### config.mk
export PLATFORM = sky130hd
export DESIGN_NAME = backslash_escape_decoder
export DESIGN_NICKNAME = d
export VERILOG_FILES = /design/src/bed_pkg.sv /design/src/bed_front.sv /design/src/bed_fifo.sv /design/src/bed_back.sv /design/src/backslash_escape_decoder.sv
export SDC_FILE = /design/constraint.sdc
export NUM_CORES = 1
export LEC_CHECK = 0
export ABC_AREA = 1
export ABC_CLOCK_PERIOD_IN_PS = 3000
export BUFFER_PORTS_ARGS = -buffer_cell sky130_fd_sc_hd__buf_2
export CAP_MARGIN = 20
export CORE_MARGIN = 3
export CORE_UTILIZATION = 40
export CTS_CLUSTER_SIZE = 24
export DETAILED_ROUTE_END_ITERATION = 10
export PLACE_DENSITY = 0.67
export SETUP_SLACK_MARGIN = 0.5
export SLEW_MARGIN = 15
export SYNTH_ARGS = -nofsm -noshare
export SYNTH_HDL_FRONTEND = slang
export SYNTH_SLANG_ARGS = --single-unit
export TNS_END_PERCENT = 100
### constraint.sdc
create_clock -name i_clk -period 3 [get_ports i_clk]
set_clock_uncertainty 0.2 [all_clocks]
set_input_delay 0.15 -clock i_clk [delete_from_list [all_inputs] [get_ports i_clk]]
set_output_delay 0.15 -clock i_clk [all_outputs]
set_load 0.01 [all_outputs]
### src/bed_pkg.sv
// ----------------------------------------------------------------------------
// bed_pkg
// Shared types and constants for the backslash escape decoder.
// ----------------------------------------------------------------------------
package bed_pkg;

    // Depth of the queue between the classifier and the emitter (power of two, >= 2)
    localparam int unsigned BED_FIFO_DEPTH = 4;

    typedef struct packed {
        logic [7:0] in_byte;
        logic       is_final;
    } t_in_word;

    typedef struct packed {
        logic [7:0] out_byte;
        logic       out_final;
    } t_out_word;

    // One classified input byte: one or two result words
    typedef struct packed {
        logic      two;
        t_out_word w0;
        t_out_word w1;
    } t_entry;

    // Classifier to queue
    typedef struct packed {
        logic   valid;
        t_entry entry;
    } t_enq;

    // Queue to emitter
    typedef struct packed {
        logic   valid;
        t_entry entry;
    } t_deq;

endpackage

### src/bed_front.sv
// ----------------------------------------------------------------------------
// bed_front
// Accepts raw bytes, tracks the escape state and classifies each byte into
// zero, one or two result words.
// ----------------------------------------------------------------------------
module bed_front
    import bed_pkg::*;
(
    input  logic     i_clk,
    input  logic     i_rst_n,
    input  logic     i_accept,
    input  t_in_word i_word,
    output t_enq     o_enq
);

    typedef enum logic [1:0] {
        M_TEXT = 2'd0,
        M_ESC  = 2'd1,
        M_HEX1 = 2'd2,
        M_HEX2 = 2'd3
    } t_mode;

    localparam logic [7:0] BACKSLASH = 8'h5C;
    localparam logic [7:0] CH_X      = 8'h78;

    t_mode      r_mode, n_mode;
    logic [3:0] r_nib, n_nib;

    logic       d_ok;
    logic [3:0] d_val;
    logic       pre;
    logic [7:0] pre_byte;
    logic       one;
    logic [7:0] one_byte;
    logic       one_fin;
    logic       use_text;
    logic       text_emit;
    logic [7:0] b;
    logic       fin;
    t_entry     ent;
    logic       emit;

    assign b   = i_word.in_byte;
    assign fin = i_word.is_final;

    always_comb begin
        d_ok  = 1'b1;
        d_val = 4'h0;
        if (b >= 8'h30 && b <= 8'h39) begin
            d_val = b[3:0];
        end else if ((b >= 8'h61 && b <= 8'h66) || (b >= 8'h41 && b <= 8'h46)) begin
            d_val = b[3:0] + 4'd9;
        end else begin
            d_ok = 1'b0;
        end
    end

    always_comb begin
        n_mode    = r_mode;
        n_nib     = r_nib;
        pre       = 1'b0;
        pre_byte  = CH_X;
        one       = 1'b0;
        one_byte  = b;
        one_fin   = fin;
        use_text  = 1'b0;
        text_emit = 1'b0;
        unique case (r_mode)
            M_ESC: begin
                n_mode = M_TEXT;
                one    = 1'b1;
                unique case (b)
                    8'h6E:   one_byte = 8'h0A;
                    8'h72:   one_byte = 8'h0D;
                    8'h74:   one_byte = 8'h09;
                    8'h61:   one_byte = 8'h07;
                    8'h66:   one_byte = 8'h0C;
                    8'h65:   one_byte = 8'h1B;
                    CH_X: begin
                        // open a hex escape unless the string ends here
                        if (!fin) begin
                            one    = 1'b0;
                            n_mode = M_HEX1;
                        end
                    end
                    default: one_byte = b;
                endcase
            end
            M_HEX1: begin
                if (d_ok) begin
                    if (fin) begin
                        n_mode   = M_TEXT;
                        one      = 1'b1;
                        one_byte = {4'h0, d_val};
                    end else begin
                        n_nib  = d_val;
                        n_mode = M_HEX2;
                    end
                end else begin
                    pre      = 1'b1;
                    pre_byte = CH_X;
                    use_text = 1'b1;
                end
            end
            M_HEX2: begin
                if (d_ok) begin
                    n_mode   = M_TEXT;
                    one      = 1'b1;
                    one_byte = {r_nib, d_val};
                end else begin
                    pre      = 1'b1;
                    pre_byte = {4'h0, r_nib};
                    use_text = 1'b1;
                end
            end
            default: use_text = 1'b1;
        endcase

        // plain text: a backslash opens an escape unless it is the last byte
        if (use_text) begin
            if (b == BACKSLASH && !fin) begin
                n_mode = M_ESC;
            end else begin
                n_mode    = M_TEXT;
                text_emit = 1'b1;
            end
        end
    end

    always_comb begin
        ent  = '0;
        emit = 1'b1;
        if (pre) begin
            ent.w0.out_byte  = pre_byte;
            ent.w0.out_final = text_emit ? 1'b0 : fin;
            if (text_emit) begin
                ent.two          = 1'b1;
                ent.w1.out_byte  = b;
                ent.w1.out_final = fin;
            end
        end else if (text_emit) begin
            ent.w0.out_byte  = b;
            ent.w0.out_final = fin;
        end else if (one) begin
            ent.w0.out_byte  = one_byte;
            ent.w0.out_final = one_fin;
        end else begin
            emit = 1'b0;
        end
    end

    assign o_enq.valid = i_accept && emit;
    assign o_enq.entry = ent;

    always_ff @(posedge i_clk) begin
        if (!i_rst_n) begin
            r_mode <= M_TEXT;
            r_nib  <= 4'h0;
        end else if (i_accept) begin
            r_mode <= n_mode;
            r_nib  <= n_nib;
        end
    end

endmodule

### src/bed_fifo.sv
// ----------------------------------------------------------------------------
// bed_fifo
// Short queue of classified entries between the classifier and the emitter.
// ----------------------------------------------------------------------------
module bed_fifo
    import bed_pkg::*;
#(
    parameter int unsigned Depth = BED_FIFO_DEPTH
) (
    input  logic                       i_clk,
    input  logic                       i_rst_n,
    input  t_enq                       i_enq,
    input  logic                       i_take,
    output t_deq                       o_deq,
    output logic                       o_full,
    output logic [$clog2(Depth+1)-1:0] o_count
);

    localparam int unsigned AW = $clog2(Depth);
    localparam int unsigned CW = $clog2(Depth + 1);

    t_entry          mem [Depth];
    logic [AW-1:0]   r_wr, r_rd;
    logic [CW-1:0]   r_count;
    logic            do_wr, do_rd;

    assign do_wr = i_enq.valid && !o_full;
    assign do_rd = i_take && (r_count != '0);

    assign o_full      = (r_count == CW'(Depth));
    assign o_count     = r_count;
    assign o_deq.valid = (r_count != '0);
    assign o_deq.entry = mem[r_rd];

    always_ff @(posedge i_clk) begin
        if (do_wr) begin
            mem[r_wr] <= i_enq.entry;
        end
    end

    always_ff @(posedge i_clk) begin
        if (!i_rst_n) begin
            r_wr    <= '0;
            r_rd    <= '0;
            r_count <= '0;
        end else begin
            if (do_wr) begin
                r_wr <= r_wr + AW'(1);
            end
            if (do_rd) begin
                r_rd <= r_rd + AW'(1);
            end
            if (do_wr && !do_rd) begin
                r_count <= r_count + CW'(1);
            end else if (do_rd && !do_wr) begin
                r_count <= r_count - CW'(1);
            end
        end
    end

endmodule

### src/bed_back.sv
// ----------------------------------------------------------------------------
// bed_back
// Holds one classified entry and presents its words one per pop.
// ----------------------------------------------------------------------------
module bed_back
    import bed_pkg::*;
(
    input  logic      i_clk,
    input  logic      i_rst_n,
    input  t_deq      i_deq,
    output logic      o_take,
    input  logic      i_pop,
    output logic      o_empty,
    output t_out_word o_word
);

    logic   r_have;
    logic   r_idx;
    t_entry r_ent;
    logic   pop_ok;
    logic   last;

    assign pop_ok  = i_pop && r_have;
    assign last    = r_idx || !r_ent.two;
    // refill when idle or when the last word of the held entry leaves
    assign o_take  = i_deq.valid && (!r_have || (pop_ok && last));
    assign o_empty = !r_have;
    assign o_word  = r_idx ? r_ent.w1 : r_ent.w0;

    always_ff @(posedge i_clk) begin
        if (o_take) begin
            r_ent <= i_deq.entry;
        end
    end

    always_ff @(posedge i_clk) begin
        if (!i_rst_n) begin
            r_have <= 1'b0;
            r_idx  <= 1'b0;
        end else if (o_take) begin
            r_have <= 1'b1;
            r_idx  <= 1'b0;
        end else if (pop_ok) begin
            if (last) begin
                r_have <= 1'b0;
                r_idx  <= 1'b0;
            end else begin
                r_idx <= 1'b1;
            end
        end
    end

endmodule

### src/backslash_escape_decoder.sv
// ----------------------------------------------------------------------------
// backslash_escape_decoder
// Decodes C-style backslash escapes, one byte per cycle while full is low.
// ----------------------------------------------------------------------------
// Takes one raw byte per cycle while full is low and yields the decoded bytes
// through a queue-style result port. A byte gives zero, one or two result
// words; each word leaves in its own cycle, so results drain at one word per
// cycle while pop is high. A queue of FifoDepth entries between the
// classifier and the emitter absorbs the extra words and result-side stalls;
// input stalls only when that queue fills.
module backslash_escape_decoder
    import bed_pkg::*;
#(
    parameter int unsigned FifoDepth = BED_FIFO_DEPTH
) (
    input  logic      i_clk,
    input  logic      i_rst_n,
    input  logic      push,
    output logic      full,
    input  t_in_word  i_data,
    output logic      empty,
    input  logic      pop,
    output t_out_word o_data
);

    localparam int unsigned CW = $clog2(FifoDepth + 1);

    t_enq          w_enq;
    t_deq          w_deq;
    logic          w_take;
    logic          w_accept;
    logic [CW-1:0] w_count;

    assign w_accept = push && !full;

    bed_front u_front (
        .i_clk    (i_clk),
        .i_rst_n  (i_rst_n),
        .i_accept (w_accept),
        .i_word   (i_data),
        .o_enq    (w_enq)
    );

    bed_fifo #(
        .Depth (FifoDepth)
    ) u_fifo (
        .i_clk   (i_clk),
        .i_rst_n (i_rst_n),
        .i_enq   (w_enq),
        .i_take  (w_take),
        .o_deq   (w_deq),
        .o_full  (full),
        .o_count (w_count)
    );

    bed_back u_back (
        .i_clk   (i_clk),
        .i_rst_n (i_rst_n),
        .i_deq   (w_deq),
        .o_take  (w_take),
        .i_pop   (pop),
        .o_empty (empty),
        .o_word  (o_data)
    );

`ifndef NO_ASSERTIONS
    a_count_bound: assert property (@(posedge i_clk) disable iff (!i_rst_n)
        w_count <= CW'(FifoDepth))
        else $error("queue count exceeds depth");

    a_refill: assert property (@(posedge i_clk) disable iff (!i_rst_n)
        (empty && w_count != '0) |=> !empty)
        else $error("emitter idle while queue holds entries");

    a_reset: assert property (@(posedge i_clk)
        !i_rst_n |=> (empty && !full))
        else $error("not empty after reset");
`endif

endmodule

==> flow_summary.ini <==
[global_routing]
grt_pass1_vias = 3555
overflow = 0
grt_first_pass_wirelength_um = 18520
grt_max_degree = 40
grt_usage_pct = 16.61
antenna_found_initial = 0

[setup_path]
slowest_stage = dfxtp_4
path_common_cell = inv_2
cp_slowest_stage_delay_ps = 400
crit_required_ps = 3030
reg2reg_to = u_fifo.o_count[2]
r2r_cells = 15
rr_startpoint = u_front.r_mode[0]
critPathArrivalTime_ps = 2370
r2r_setup_slack_ps = 660
cp_cell_sequence = nor2_1 -> inv_1 -> nor2_2 -> inv_2 -> nand4_4 -> nand3_4 -> nand2_4 -> inv_4 -> ha_1 -> inv_2 -> fa_2 -> a21oi_2 -> o21ai_2 -> o21ai_1 -> a21oi_1
crit_path_end_kind = register
cp_max_fo = 7
worst_setup_path_start_kind = register
crit_type = reg -> reg
setup.worst_path.end = u_fifo.o_count[2]
crit_start = u_front.r_mode[0]

[die]
dieArea_um2 = 14360
die_x_um = 119.8
fp.coreArea_um2 = 12360
start_util_pct = 41.93
core.rowCount = 40
io-pin-count = 24
chipHeight_um = 119.8

[detailed_routing]
ant_nets = 0
top_layer = met4
route.detailed.drc = 0
num_vias = 3781
via_per_inst = 5.089
wl_met3_um = 667
dr_wl_met2_um = 5898
post_drt_wl_per_cell_um = 16.07
drt-met1-wl_um = 5291
first_iter_violations = 240
dr.pass1.iters = 4
routed_wirelength_um = 11940

[yosys]
synthCells = 529
synth_edf_count = 95
ys_ff_latch = 110
yosysSeqAreaShare_pct = 60.83
async_reset_ff_share_pct = 0
yosysUniqueCellTypes = 34
ys.flop_type = edfxtp_1
synth_area_um2 = 5184
synth_fp_nets = 552
avgSynthCellArea_um2 = 9.799
ys_warn_count = 0

[power_and_ir_drop]
pwr-share-seq_pct = 45.3
power_density_nw_per_um2 = 786.7
power_switching_mw = 1.627
vdd_drop_max_v = 0.0003797
switching_share_pct = 34.30
p_leak_nw = 2.421
internal_power_mw = 3.116
comb_power_share_pct = 29.5
clockPowerShare_pct = 25.1

[cells_and_area]
drive_gt1_share_pct = 18.61
final_cell_mix = edfxtp_1, nand2_1, nor2_1
stdcell_count = 743
syn_to_final_growth_pct = 16.29
fin_nets = 593
fin_util_pct = 48.77
layout_commonest_cell = edfxtp_1
n_antenna_cell = 0

[clocking]
cts-buffers-inserted = 9
clk_pin_slew_ps = 80
cts_buffer_depth = 2
cts_root_buf = clkbuf_16
ctsHtreeMaxLevel = 3
cts.sinks = 110
insertion_delay_ps = 340
tritoncts = done

[placed_design]
hpwlAfterDp_um = 8199
place_inst = 718
gp_congestion = 0.9310
io_buffers = 23

[hold_path]
hold_path_class = in -> reg
whs_path_depth = 3

[sta]
rsz0062_at_grt = false
max_freq_mhz = 426.8
tightest_slew_ps = 668.4
period_minus_slack_ps = 2343
tns_ps = 0
hold_violations = 0
finalCritPeriodShare_pct = 78.10
maxSlewViolCount = 0
maxSlewHeadroom_pct = 55.39
setup_viol = 0

[status]
outcome = finished, final reports clean

[job]
maxCapViolations = 0
worst max-delay path: cells and delay by family, from the launching register on:
| family | cells | cell delay (ps) |
|---|---|---|
| flip-flops | 1 | 400 |
| AND/OR/NAND/NOR | 5 | 420 |
| adder cells (fa/ha/maj) | 2 | 500 |
| AO/OA/AOI/OAI | 4 | 410 |
| buffers and inverters | 4 | 300 |
cell usage after synthesis, types with 3 or more instances:
master / n / area share, %
nand4_1: 3 / 0.36
o21ai_0: 55 / 5.3
nand3_1: 30 / 2.9
ha_1: 9 / 2.2
nor2_1: 89 / 6.4
dfxtp_1: 15 / 5.8
nor3_1: 3 / 0.29
nand2_2: 5 / 0.60
clkbuf_1: 14 / 1.0
o22ai_1: 19 / 2.3
inv_2: 4 / 0.29
nor2_2: 3 / 0.36
nand2_1: 90 / 6.5
nand2_4: 5 / 1.1
edfxtp_1: 95 / 55
inv_1: 44 / 3.2
o211ai_1: 5 / 0.72
a21oi_1: 21 / 2.0
timing repair:
| action | 4_1_cts | 5_1_grt |
|---|---|---|
| hold buffers | 3 | 0 |
| endpoints found under the setup margin | 2 | 2 |
| resized for setup | 8 | 26 |
| pin swaps | 0 | 9 |
| setup buffers | 0 | 6 |
| endpoints found under the hold margin | 11 | 0 |
flip-flops by register name (all words and copies together), names as in the netlist:
signal	cells
u_front.r_nib	4
u_back.r_ent	19
u_fifo.mem	76
u_fifo.o_count	3
u_back.r_have	1
u_front.r_mode	2
u_fifo.r_wr	2
u_fifo.r_rd	2
u_back.r_idx	1
power groups by stage:
stage / clock [mW] / sequential, mW / combinational, mW
after global placement: 0 / 2.18 / 1.31
final: 1.19 / 2.15 / 1.40
after CTS: 1.22 / 2.15 / 1.36
after global routing: 1.27 / 2.17 / 1.59
after floorplan: 0 / 2.15 / 0.913
after detailed placement: 0 / 2.18 / 1.34
cell families (layout without fill, tap and decap cells):
kind of cell	Yosys count	count (layout)	share of synthesized area, %
AOI/OAI and AO/OA	104	104	10.98
adders and majority gates	10	10	2.559
buffers and inverters	71	117	5.648
DFF	110	110	60.83
and+or+nand+nor	234	234	19.99
routing by layer:
metal / track usage (%) / vias to the layer above
li1: - / 1894
met1: 22.91 / 1792
met2: 27.68 / 87
met3: 2.592 / 8
met4: 4.009 / 0
met5: 0 / -
final cells by class:
class / instances / area [um2]
clock inverter: 7 / 93.84
tap: 168 / 210.2
multi-input combinational: 348 / 1802
sequential: 110 / 3159
inverter: 52 / 207.7
clock buffer: 9 / 225.2
fill: 1143 / 6334
timing repair buffer: 49 / 330.3
worst min-delay path by stage:
stage	startpoint	end	slack, ps
after floorplan	pop	u_back.r_idx	140
after global placement	pop	u_back.r_idx	250
after detailed placement	pop	u_back.r_idx	280
after CTS	i_data[3]	u_front.r_nib[2]	7
after global routing	i_data[3]	u_front.r_nib[2]	30
final	i_data[3]	u_front.r_nib[2]	9
through the flow:
stage               total power, mW  setup slack (ps)  cell area [um2]  hold WS, ps
floorplan                     3.064             318.6             5199        141.1
global placement              3.485             104.8             5559        254.5
detailed placement            3.524            -21.06             5559        279.9
CTS                           4.724             461.1             5927        6.865
global route                  5.036             470.1             6028        33.13
finish                        4.743             656.9             6028        8.547
Power figures use the tool's default switching activity.
